### config.mk
export PLATFORM = sky130hd
export DESIGN_NAME = blzd_cmdq
export DESIGN_NICKNAME = d
export VERILOG_FILES = /design/src/blzd_pkg.sv /design/src/blzd_cmdq.sv
export SDC_FILE = /design/constraint.sdc
export NUM_CORES = 1
export LEC_CHECK = 0
export BUFFER_PORTS_ARGS = -buffer_cell sky130_fd_sc_hd__clkbuf_2
export CELL_PAD_IN_SITES_DETAIL_PLACEMENT = 0
export CELL_PAD_IN_SITES_GLOBAL_PLACEMENT = 2
export CORE_UTILIZATION = 43
export CTS_BUF_LIST = sky130_fd_sc_hd__clkbuf_16
export DETAILED_ROUTE_END_ITERATION = 12
export PLACE_DENSITY_LB_ADDON = 0.1
export SLEW_MARGIN = 40
export SYNTH_ARGS = -nofsm -noshare
export SYNTH_HDL_FRONTEND = slang
export SYNTH_SLANG_ARGS = --single-unit
### constraint.sdc
create_clock -name clk -period 1.9 [get_ports clk]
set_input_delay 0.19 -clock clk [delete_from_list [all_inputs] [get_ports clk]]
set_output_delay 0.19 -clock clk [all_outputs]
set_load 0.005 [all_outputs]
### src/blzd_pkg.sv
// Package for the backward LZSS decoder: shared types, constants and defaults.
// No dependencies; every module file in src imports it.
package blzd_pkg;

  localparam int HISTORY_DEPTH_DEF = 8192;
  localparam int CMDQ_DEPTH_DEF    = 4;

  localparam int LEN_BIAS  = 3;
  localparam int DIST_BIAS = 3;
  localparam int TOKENS_PER_FLAG = 8;
  localparam int DIST_W = 13;

  typedef enum logic {
    CMD_LIT,
    CMD_COPY
  } cmd_kind_t;

  // One decoded token handed from the front part to the back part.
  typedef struct packed {
    cmd_kind_t   kind;
    logic [7:0]  hi;
    logic [7:0]  lo;
  } cmd_t;

  typedef enum logic [1:0] {
    B_IDLE,
    B_READ,
    B_EMIT
  } back_state_t;

endpackage

### src/blzd_cmdq.sv
// Short token queue between the front and back parts.
// Depends on blzd_pkg.
module blzd_cmdq
  import blzd_pkg::*;
#(
  parameter int DEPTH = CMDQ_DEPTH_DEF
) (
  input  logic clk,
  input  logic rst,
  input  logic push,
  input  cmd_t push_cmd,
  input  logic pop,
  output cmd_t head,
  output logic empty,
  output logic full
);

  localparam int PTR_W = (DEPTH > 1) ? $clog2(DEPTH) : 1;
  localparam int CNT_W = $clog2(DEPTH + 1);

  cmd_t             entries [DEPTH];
  logic [PTR_W-1:0] wr_ptr;
  logic [PTR_W-1:0] rd_ptr;
  logic [CNT_W-1:0] count;

  assign empty = (count == CNT_W'(0));
  assign full  = (count == CNT_W'(DEPTH));
  assign head  = entries[rd_ptr];

  always_ff @(posedge clk) begin
    if (push) begin
      entries[wr_ptr] <= push_cmd;
    end
  end

  always_ff @(posedge clk) begin
    if (rst) begin
      wr_ptr <= '0;
      rd_ptr <= '0;
      count  <= '0;
    end else begin
      if (push) begin
        wr_ptr <= (wr_ptr == PTR_W'(DEPTH - 1)) ? '0 : wr_ptr + PTR_W'(1);
      end
      if (pop) begin
        rd_ptr <= (rd_ptr == PTR_W'(DEPTH - 1)) ? '0 : rd_ptr + PTR_W'(1);
      end
      if (push && !pop) begin
        count <= count + CNT_W'(1);
      end else if (pop && !push) begin
        count <= count - CNT_W'(1);
      end
    end
  end

  a_no_overflow: assert property (@(posedge clk) disable iff (rst) !(push && full))
    else $error("token queue written while full");
  a_no_underflow: assert property (@(posedge clk) disable iff (rst) !(pop && empty))
    else $error("token queue read while empty");

endmodule

# Word-level counts from Yosys, hierarchy flattened
# Memory sizes are Yosys's and may differ from the RTL's. A register that Yosys moved wholly into a read port is not among the register bits.
# Index checks and enable logic that the tools add are counted.
[word_totals]
regBits = 7
ramBits = 68
word_cells = 25
n_memories = 1
[mem_list]
columns = ["name", "depth", "width", "rd", "rd_ports_with_merged_regs", "wr", "line_no", "text"]
rows = [
  ["entries", 4, 17, 1, 1, 1, "blzd_cmdq.sv:21", "cmd_t entries [DEPTH];"],
]
[classes]
n_addsub = 4
eq_ne = 3
muxes = 8
reduce_logical = 6
[ops]
columns = ["op", "count"]
rows = [
  ["2-bit two-way mux", 4],
  ["3-bit two-way mux", 2],
  ["2-bit by 1-bit adder with 2-bit output, second input constant", 2],
  ["2-bit equality test, second input constant", 2],
  ["3-bit by 1-bit adder with 3-bit output, second input constant", 1],
  ["3-bit equality test, second input constant", 1],
  ["3-bit zero test", 1],
  ["3-bit by 1-bit subtractor with 3-bit output, second input constant", 1],
  ["1-bit logical AND", 2],
  ["1-bit zero test", 2],
  ["1-bit two-way mux", 2],
  ["2-bit nonzero test", 1],
]

# Logic depth before layout (Yosys ltp)
[logic_depth]
word_depth = 4
ltp_mapped = 7
mapped_depth_nobuf = 7

# Worst setup path after synthesis
# Ideal clock, no wire load.
[synth_path]
path_kind = "input port to flip-flop"
start = "in pop"
end = "reg count[2]"
arrival_time_ns = 1.382
t_required_ns = 1.830
path_slack_ns = 0.448
cell_stages = 7
cell_sequence = "inv_1 -> ha_1 -> inv_1 -> fa_1 -> xor2_1 -> or3_1 -> a21oi_1"
[synth_via]
elab_chain_len = 3
word_cells_on_any_way = 5
[synth_lines]
columns = ["item", "line_no", "text"]
rows = [
  ["start, declared", "blzd_cmdq.sv:12", "input logic pop,"],
  ["1-bit zero test", "blzd_cmdq.sv:48", "if (push && !pop) begin"],
  ["1-bit logical AND", "blzd_cmdq.sv:48", ""],
  ["3-bit two-way mux or 2-bit nonzero test (tied branches)", "--", ""],
  ["end signal, assigned", "blzd_cmdq.sv:49", "count <= count + CNT_W'(1);"],
  ["end signal, assigned", "blzd_cmdq.sv:51", "count <= count - CNT_W'(1);"],
  ["end, declared", "blzd_cmdq.sv:24", "logic [CNT_W-1:0] count;"],
]
# Parallel ways exist; a longest one is shown, timed or not.
# A chain may end at the register's enable or synchronous reset.

==> reports/qor.txt <==
CTS Buf Count -> 9
Initial antenna violation count -> 0
Worst setup SP type -> register
Worst Tran Pin Value -> 450.7 ps
Max Cap Viol -> 0
Rel. slew slack -> 69.95%
Share of the synthesized area in the top cell type -> 69.62%
Synth top area cells -> edfxtp_1, mux4_2, mux4_1
Synth cell types -> 19
Area leader, netlist -> edfxtp_1
Avg Cell Area, Syn -> 22.05 um2
Critical path endpoint category -> output port
Tot Pwr -> 3877 uW
First-pass GRT wire length -> 7424 um
Hold Crit Class -> input port to register
# clock sinks -> 77
FILL cells -> 502
Multiplexer share of the synthesized area -> 15.32%
Min Tclk post-route -> 1777 ps
Mapped Cells -> 133
Final wirelength -> 4552 um
Setup CP Type -> register to output port
CTS root buf -> clkbuf_16
Worst Path Arrival -> 1590 ps
Worst vdd ir -> 0.4754 mV
Worst Path Required -> 1710 ps
Compound-Gate Fraction of Synth Area -> 0.5119%
#FFs+latches synth -> 77
Ports -> 40
Port bufs -> 39
H-Tree Depth -> 3
TritonRoute pass-1 iters -> 6
# resized after CTS -> 0
Die X -> 84.59 um
Total die area -> 7155 um2
Pwr per Cell Area -> 1105 nW/um2
Clock transition at path regs -> 60 ps
Final ANT Viol Nets -> 0
Initial core utilization -> 45.41%
Vias in the first global route -> 1488
Setup TNS -> 0 ps
Register Area -> 2222 um2
Worst-Skew Late Latency -> 320 ps
Dpl hpwl -> 2939 um
Syn. warnings -> 0
Synth Area in Simple Gates -> 2.645%
Final Max Tran Viols -> 0
Starting DRT DRC Count -> 66
Routability cong. -> 0.7372
Layout cells sized above 1 -> 35.83%
Tcrit/Tclk final -> 93.52%
Die height -> 84.59 um
Area Overhead vs Synth -> 19.62%
Sequential share of the synthesized area -> 75.77%
Vias -> 1385
Multi-input gate area -> 656.9 um2
DR WL/cell -> 17.24 um
RSZ-0062 raised after global routing -> false
Setup bufs post-CTS -> 0
Longest Clk Path Bufs -> 2
# rows -> 29
Endpoints failing hold -> 0
Largest family of logic cells by synthesized area -> multiplexers
Hold-fix buffers, CTS -> 0
CP Max Fanout -> 17
CTS tree -> yes
Vias per cell -> 5.246
Remaining DRCs -> 0
Nets -> 211
Post-Synth Adder-Cell Area -> 3.242%
Clk_skew -> 5.097 ps
Netlist Area Pre-Place -> 2933 um2
Lkg Pwr -> 0.001280 uW
Global-route congestion overflow total -> 0
Fmax -> 562.8 MHz
Ant diodes -> 0
Std-Cell Core Area -> 6459 um2
Net count after synthesis -> 161
Post-Synth XOR/XNOR Area -> 0.5973%
Setup Viol. Count Final -> 0
GR Util All Layers -> 14.50%
Pin count of the biggest net entering global routing -> 18
Status -> complete, no violations
[metal layers]
layer | wire, um | track usage, %
met5 | 0 | 0
met4 | 54 | 6.934
met3 | 136 | 4.523
met2 | 2213 | 23.58
met1 | 2147 | 17.79
[cells in the mapped netlist (all sizes together)]
library cell / instances
ha: 6
nor2: 7
a21oi: 2
dfxtp: 9
buf: 4
nor3b: 2
mux4: 17
mux2i: 4
inv: 4
fa: 1
xor2: 2
or3: 1
and2: 4
o21ai: 1
edfxtp: 68
nor3: 1
[sequential cells by signal, indices dropped and copies added (netlist names), named ones only]
| name | count |
|---|---|
| count | 3 |
| entries | 68 |
| wr_ptr | 2 |
| rd_ptr | 2 |
[final timing paths]
kind | slack [ps] | start | to | cells after the start
setup / recovery | 120 | register | head[16] | 3
hold reg to reg | 520 | count[2] | count[2] | 2
setup reg to reg | 420 | count[0] | count[2] | 4
hold / removal | 90 | push_cmd[6] | entries[3][6] | 1
[worst max-delay path, cell delays in order, from the launching register on]
cell and delay (ps):
dfxtp_1 360, buf_12 190, mux4_1 580, clkbuf_2 130
[stage by stage]
stage | setup WS, ps | hold slack (ps) | instance area, um2 | std cells | util, %
after global routing | 47.63 | 79.70 | 3508 | 264 | 54.32
after floorplan | 448.3 | 259.1 | 2933 | 133 | -
final | 123.1 | 85.06 | 3508 | 264 | 54.32
after detailed placement | 216.1 | 414.5 | 3226 | 249 | 49.94
after global placement | 283.8 | 409.4 | 3226 | 249 | 49.94
after CTS | 71.60 | 74.77 | 3506 | 264 | 54.28
[layout by cell type (no fill, tap or decap)]
master      n
ha_1        6
bufinv_16   1
mux2i_1     4
edfxtp_1   68
mux4_1      7
nor2_1      7
xor2_1      2
o21ai_0     1
dfxtp_1     9
inv_1       4
nor3b_1     2
clkinv_2    1
buf_12      1
nor3_1      1
or3_1       1
buf_4       3
clkinv_1    3
and2_2      2
clkinv_4    1
mux4_2     10
a21oi_1     2
fa_1        1
clkbuf_2   39
and2_1      2
clkbuf_16   9
[logic make-up after synthesis]
group / count (synthesis)
AOI/OAI and AO/OA: 3
xor gates and xnor gates: 2
adders and majority gates: 7
buffers and inverters: 8
DFF: 77
muxes: 21
and+or+nand+nor: 15
[power by group]
part / switching, uW / internal (uW)
Sequential: 34.1 / 1930
Clock: 592 / 994
Combinational: 159 / 165
[final cells by class]
cell class / count / area share (%)
Inverter: 4 / 0.4280
Sequential cell: 77 / 63.34
Clock buffer: 9 / 6.419
Timing Repair Buffer: 43 / 6.776
Clock inverter: 6 / 1.569
Tap cell: 77 / 2.746
Multi-Input combinational cell: 48 / 18.72
(Power assumes the default switching activity.)
