--- src/blzd_pkg.sv ---
// Package for the backward LZSS decoder: shared types, constants and defaults.
// No dependencies; every module file in src imports it.
package blzd_pkg;

  localparam int HISTORY_DEPTH_DEF = 8192;
  localparam int CMDQ_DEPTH_DEF    = 4;

  localparam int LEN_BIAS  = 3;
  localparam int DIST_BIAS = 3;
  localparam int TOKENS_PER_FLAG = 8;
  localparam int DIST_W = 13;

  typedef enum logic {
    CMD_LIT,
    CMD_COPY
  } cmd_kind_t;

  // One decoded token handed from the front part to the back part.
  typedef struct packed {
    cmd_kind_t   kind;
    logic [7:0]  hi;
    logic [7:0]  lo;
  } cmd_t;

  typedef enum logic [1:0] {
    B_IDLE,
    B_READ,
    B_EMIT
  } back_state_t;

endpackage

--- src/blzd_ifs.sv ---
// Stream interfaces of the backward LZSS decoder: compressed input, decompressed output.
// Depends on nothing; each carries valid, ready and the payload.
interface blzd_in_if;
  logic       valid;
  logic       ready;
  logic [7:0] in_byte;
  logic       last_byte;
  modport source (output valid, output in_byte, output last_byte, input ready);
  modport sink (input valid, input in_byte, input last_byte, output ready);
endinterface


--- src/blzd_front.sv ---
// Front part: accepts compressed bytes, tracks flag and pair state, issues tokens.
// Depends on blzd_pkg and blzd_in_if.
module blzd_front
  import blzd_pkg::*;
(
  input  logic         clk,
  input  logic         rst,
  blzd_in_if.sink      comp,
  input  logic         q_full,
  output logic         push,
  output cmd_t         cmd
);

  logic [7:0] flag_bits;
  logic [3:0] tokens_left;
  logic [7:0] pair_high;
  logic       awaiting_pair_low;
  logic       accept;

  assign comp.ready = !q_full;
  assign accept = comp.valid && comp.ready;

  always_comb begin
    push     = 1'b0;
    cmd.kind = CMD_LIT;
    cmd.hi   = pair_high;
    cmd.lo   = comp.in_byte;
    if (accept) begin
      if (awaiting_pair_low) begin
        push     = 1'b1;
        cmd.kind = CMD_COPY;
      end else if (tokens_left != 4'd0 && !flag_bits[7]) begin
        push = 1'b1;
      end
    end
  end

  always_ff @(posedge clk) begin
    if (rst) begin
      flag_bits         <= 8'd0;
      tokens_left       <= 4'd0;
      pair_high         <= 8'd0;
      awaiting_pair_low <= 1'b0;
    end else if (accept) begin
      if (comp.last_byte) begin
        flag_bits         <= 8'd0;
        tokens_left       <= 4'd0;
        pair_high         <= 8'd0;
        awaiting_pair_low <= 1'b0;
      end else if (awaiting_pair_low) begin
        awaiting_pair_low <= 1'b0;
        flag_bits         <= {flag_bits[6:0], 1'b0};
        if (tokens_left != 4'd0) begin
          tokens_left <= tokens_left - 4'd1;
        end
      end else if (tokens_left == 4'd0) begin
        flag_bits   <= comp.in_byte;
        tokens_left <= 4'(TOKENS_PER_FLAG);
      end else if (flag_bits[7]) begin
        pair_high         <= comp.in_byte;
        awaiting_pair_low <= 1'b1;
      end else begin
        flag_bits   <= {flag_bits[6:0], 1'b0};
        tokens_left <= tokens_left - 4'd1;
      end
    end
  end

endmodule

--- src/flat_wrapper.sv ---
// flat-port wrapper written by rule: the top's interface ports become plain ports
module blzd_front_flat import blzd_pkg::*;
  (clk, rst, q_full, push, cmd, comp_valid, comp_in_byte, comp_last_byte, comp_ready);
  blzd_in_if comp_i ();
  input  logic clk;
  input  logic rst;
  input  logic q_full;
  output logic push;
  output cmd_t cmd;
  input wire logic [$bits(comp_i.valid)-1:0] comp_valid;
  input wire logic [$bits(comp_i.in_byte)-1:0] comp_in_byte;
  input wire logic [$bits(comp_i.last_byte)-1:0] comp_last_byte;
  output wire logic [$bits(comp_i.ready)-1:0] comp_ready;
  assign comp_i.valid = comp_valid;
  assign comp_i.in_byte = comp_in_byte;
  assign comp_i.last_byte = comp_last_byte;
  assign comp_ready = comp_i.ready;
  blzd_front u_core (.clk(clk), .rst(rst), .comp(comp_i), .q_full(q_full), .push(push), .cmd(cmd));
endmodule
--- config.mk ---
export PLATFORM = sky130hd
export DESIGN_NAME = blzd_front_flat
export DESIGN_NICKNAME = d
export VERILOG_FILES = /design/src/blzd_pkg.sv /design/src/blzd_ifs.sv /design/src/blzd_front.sv /design/src/flat_wrapper.sv
export SDC_FILE = /design/constraint.sdc
export NUM_CORES = 1
export LEC_CHECK = 0
export BUFFER_PORTS_ARGS = -buffer_cell sky130_fd_sc_hd__buf_2
export CAP_MARGIN = 20
export CELL_PAD_IN_SITES_DETAIL_PLACEMENT = 0
export CELL_PAD_IN_SITES_GLOBAL_PLACEMENT = 1
export CORE_MARGIN = 8
export CORE_UTILIZATION = 40
export DETAILED_ROUTE_END_ITERATION = 6
export PLACE_DENSITY_LB_ADDON = 0.12
export RECOVER_POWER = 25
export SLEW_MARGIN = 20
export SYNTH_ARGS = -nofsm -noshare
export SYNTH_HDL_FRONTEND = slang
export SYNTH_SLANG_ARGS = --single-unit
export TNS_END_PERCENT = 20
--- constraint.sdc ---
create_clock -name clk -period 4.9 [get_ports clk]
set_input_delay 0.245 -clock clk [delete_from_list [all_inputs] [get_ports clk]]
set_output_delay 0.245 -clock clk [all_outputs]
set_load 0.01 [all_outputs]
* Yosys cells after proc, flatten, opt, wreduce, memory -nomap -nowiden
Cells that the tools add are included.
Word-level totals: logic and storage cells 42, input bits 13, bits in registers 21, output and inout bits 19
Operators by class: add/subtract/negate cells 1, multiplexer cells 22, equal/unequal tests 4, reduce and logical (&&, ||, !) cells 10
Operator list (number):
- 8-bit two-way mux | 8
- 4-bit two-way mux | 5
- 1-bit two-way mux | 9
- 4-bit logical NOT | 1
- 2-bit != test, second input constant | 2
- 4-bit != test, second input constant | 1
- 4-bit AND reduction | 1
- 4-bit nonzero test | 1
- 4-bit by 1-bit subtractor with 4-bit output, second input constant | 1
- 3-bit != test, second input constant | 1
- 3-bit AND reduction | 1
- 1-bit logical AND | 2
- 1-bit logical NOT | 2
- 2-bit AND reduction | 1
- 2-bit nonzero test | 1

* Longest topological paths before layout
depth after elaboration 5, depth in mapped cells 6

* Least setup slack after synthesis
Ideal clock, no wire load.
kind register to register, start point register u_core.tokens_left[1], end point register u_core.flag_bits[1], cell stages (with the launch flop) 7, setup slack 3.275 ns, clock period less this slack 1.625 ns, data arrival time 1.508 ns, path buffers 0, cell sequence dfxtp_1 inv_1 ha_1 nor3b_4 nor2_2 o21a_4 a22o_1
Between the ends: longest elaborated chain between the ends 4, elaborated cells between the ends (all ways) 6, those cells by class eq/ne: 1; mux: 3; reduce/logical: 2
RTL lines:
- start: declaration | line blzd_front.sv:15 | logic [3:0] tokens_left;
- start signal: assignment | line blzd_front.sv:54 | tokens_left <= tokens_left - 4'd1;
- start signal: assignment | line blzd_front.sv:58 | tokens_left <= 4'(TOKENS_PER_FLAG);
- start signal: assignment | line blzd_front.sv:64 | tokens_left <= tokens_left - 4'd1;
- 4-bit logical NOT (*) | line blzd_front.sv:56 | end else if (tokens_left == 4'd0) begin
- 8-bit two-way mux | line blzd_front.sv:56
- 8-bit two-way mux | line blzd_front.sv:50 | end else if (awaiting_pair_low) begin
- 8-bit two-way mux | line blzd_front.sv:45 | if (comp.last_byte) begin
- end signal: assignment | line blzd_front.sv:52 | flag_bits <= {flag_bits[6:0], 1'b0};
- end signal: assignment | line blzd_front.sv:57 | flag_bits <= comp.in_byte;
- end signal: assignment | line blzd_front.sv:63 | flag_bits <= {flag_bits[6:0], 1'b0};
- end: declaration | line blzd_front.sv:14 | logic [7:0] flag_bits;
Every way passes the cells marked *; elsewhere a longest branch is shown, timed or not. A chain may end at the register's enable or synchronous reset.

* Final worst setup path
start point register u_core.tokens_left[1], end point output push
Between the ends: longest elaborated chain between the ends 5
RTL lines:
- 4-bit nonzero test | line blzd_front.sv:32 | end else if (tokens_left != 4'd0 && !flag_bits[7]) begin
- 1-bit logical AND | line blzd_front.sv:32
- 1-bit two-way mux | line blzd_front.sv:32
- 1-bit two-way mux | line blzd_front.sv:29 | if (awaiting_pair_low) begin
- 1-bit two-way mux | line blzd_front.sv:28 | if (accept) begin
- end: declaration | line flat_wrapper.sv:8 | output logic push;
No other way between the ends.

==> results by group <==
Logic synthesis
  – Count leader, synth: dfxtp_1
  – EDFF count, synth: 0
  – Post-synthesis instance total: approximately 110
  – Top cells by area, synth: dfxtp_1 (39%), a22o_1 (16%), buf_4 (6.3%), ha_1 (2.3%), nor2_2 (2.3%)
  – Yosys cell types: 34
  – Mapped Area: 0.00107 sq mm
  – Fraction of registers with async set/reset: 0%
  – Post-synth top area share: 39.3%
  – Synthesized net count: 123
  – Dominant synthesized flop cell: dfxtp_1
  – Sequential share of the synthesized area: 39.3%
  – Number of synthesized register bits: 21
  – Commonest cells in the synthesized netlist: dfxtp_1 (21), a22o_1 (20), buf_4 (9)
  – Yosys warnings: 0
  – Mapped Avg Cell Area: around 9.9 sq um
  – Cell taking the most area after synthesis: dfxtp_1

CTS
  – Cts bufs inserted: 3
  – CTS root buf: clkbuf_4
  – Largest buffer count on any clock path: 2
  – Clock slew at reported path FFs: 0.12 ns
  – Clk_lat worst skew: 0.31 ns
  – Cts hold-fix bufs: 0
  – Setup Buffers After CTS: 0
  – TritonCTS clock tree: done
  – CTS resizes: 0
  – H-tree Lvls: 1
  – Clock sinks: 21

Routing
  – WL per Instance: 15.3 microns
  – Via density: 5.63
  – Via count: approximately 920
  – Final WL: between 2000 and 3000 microns
  – DRC Markers: 0
  – DRT antenna net count: 0
  – DRT Pass-1 Iters: 4
  – Drt initial violations: 49

Worst setup path
  – Worst setup SP type: register
  – R2R Path End: u_core.tokens_left[1]
  – Crit path DAT: 1.89 ns
  – CP required: 4.66 ns
  – CP endpoint kind: primary output
  – R2R depth: 6
  – CP Class: reg2out
  – Worst Path Max Fanout: 7
  – Worst r2r src: u_core.tokens_left[1]
  – Worst reg2reg setup slack: 3.02 ns

Floorplan
  – Std-Cell Rows: 18
  – Core Region: 0.00250 sq mm
  – Die height: 67.7 microns
  – Initial Util: 42.8%
  – DIE AREA: 0.00459 sq mm
  – IO Count: 32
  – Die X-Extent: 67.7 microns

Place
  – Post-detail-place hpwl: 1920 microns
  – IO buf count: 31
  – GPL Wtd Cong: 0.864

Timing
  – Worst Clk Skew: 0.0121 ns
  – Unrepaired setup endpoints after global routing: no
  – Worst slew pin tran: about 0.70 ns
  – Fmax: 469 MHz
  – # setup viols final: 0
  – Slew HR: 53.2%
  – Period Utilization, post-route: 43.5%
  – Setup TNS: 0 ns
  – Final Max Tran Viols: 0
  – Period minus WS final: 2.13 ns
  – Final hold viol count: 0

Final layout
  – Synth-to-layout area growth: 12.6%
  – Fillers: 258
  – Multi-input combinational cell area: ~560 sq um
  – Share of cells above drive strength 1: 27.8%
  – Layout net count: 149
  – Ant. Diodes: 0
  – Seq. cell area: 420 sq um

Pwr
  – Sw Ratio: a little over a quarter
  – Leak: 0.505 nW
  – Max IR drop VDD: 0.166 mV
  – Switch Pwr: 0.0840 mW
  – Overall power: 0.307 mW
  – Clock power frac: between 20% and 30%
  – Sequential Power Share: 57.5%
  – Comb pwr share: around 15%
  – Pwr dens: 255 mW/mm^2
  – Int Power: 0.223 mW

Run
  – Max_cap viols: 0

Hold path
  – Hold path depth: 2
  – Worst Min Path Start: comp_in_byte[4]
  – Hold Crit Endpoint: u_core.pair_high[4]
  – Hold Crit Class: in2reg

Global route
  – Initial antenna violation count: 0
  – Largest net degree at the start of global routing: 13
  – Total GRT Usage: 11.4%
  – Final global-route overflow total: 0
  – Vias in the first global route: between 800 and 900
  – First-pass GRT wire length: 4100 microns

Run status
  – Status: finished, final reports clean
## registers in the layout (all words and copies together), names as in the netlist
register,cells
u_core.tokens_left,4
u_core.flag_bits,8
u_core.pair_high,8
u_core.awaiting_pair_low,1
## cell usage in the layout, fill, tap and decap left out, drive strengths merged, types with 2 or more instances in the layout
master / instances
buf: 21
dfxtp: 21
a22o: 20
clkbuf: 13
nor2: 10
o21ai: 7
inv: 6
nand2: 3
nand2b: 3
a21oi: 3
o2bb2ai: 2
o211ai: 2
nand3: 2
nand4: 2
ha: 2
or3b: 2
nor3: 2
## final cells by class
type | count | area share, %
Clock buffer | 3 | 1.87
Clock inverter | 1 | 0.415
Inverter | 6 | 1.87
Multi-Input combinational cell | 71 | 46.1
Sequential cell | 21 | 34.9
Tap cell | 30 | 3.11
Timing Repair Buffer | 31 | 11.8
## worst max-delay path, cell delays in order, from the launching register on
cell	delay, ns
dfxtp_1	0.36
inv_1	0.11
ha_1	0.19
nor3b_4	0.45
o21ai_4	0.15
and2_1	0.18
buf_2	0.13
## routing by layer
layer	share of wire (%)	global-route usage, %
met1	50	15.8
met2	43	16.1
met3	5.8	3.48
met4	1.1	3.92
met5	0	0
## worst max-delay path by stage
| stage | end | from | slack (ns) |
|---|---|---|---|
| 2_1_floorplan | u_core.flag_bits[1] | u_core.tokens_left[1] | 3.28 |
| 3_3_place_gp | u_core.pair_high[4] | q_full | 3.02 |
| 3_5_place_dp | u_core.pair_high[5] | comp_valid | 2.96 |
| 4_1_cts | push | u_core.tokens_left[1] | 2.74 |
| 5_1_grt | push | u_core.tokens_left[0] | 2.63 |
| 6_report | push | u_core.tokens_left[1] | 2.77 |
## through the flow
stage / util [%] / area [sq um] / hold slack [ns] / setup WS, ns / cells
finish: 48.2 / 1210 / 0.173 / 2.77 / 163
CTS: 48.7 / 1220 / 0.163 / 2.74 / 163
global route: 48.2 / 1210 / 0.172 / 2.63 / 163
detailed placement: 47.6 / 1190 / 0.457 / 2.96 / 159
floorplan: - / 1070 / 0.378 / 3.28 / 108
global placement: 47.6 / 1190 / 0.452 / 3.02 / 159
## power by group through the flow
stage                     logic (mW)  registers [mW]  clock network [mW]
after floorplan               0.0358           0.180                   0
after detailed placement      0.0481           0.180                   0
final                         0.0468           0.177              0.0840
after global placement        0.0475           0.180                   0
after CTS                     0.0483           0.177              0.0876
after global routing          0.0511           0.177              0.0941
## cell families (layout without fill, tap and decap cells)
logic type | count (synthesis) | after routing | share of synthesized area [%]
AOI/OAI and AO/OA | 39 | 39 | 31.7
adders and majority gates | 2 | 2 | 2.34
buffers and inverters | 16 | 41 | 8.88
DFF | 21 | 21 | 39.3
muxes | 1 | 1 | 0.935
and+or+nand+nor | 29 | 29 | 16.9
Power figures use the tool's default switching activity.
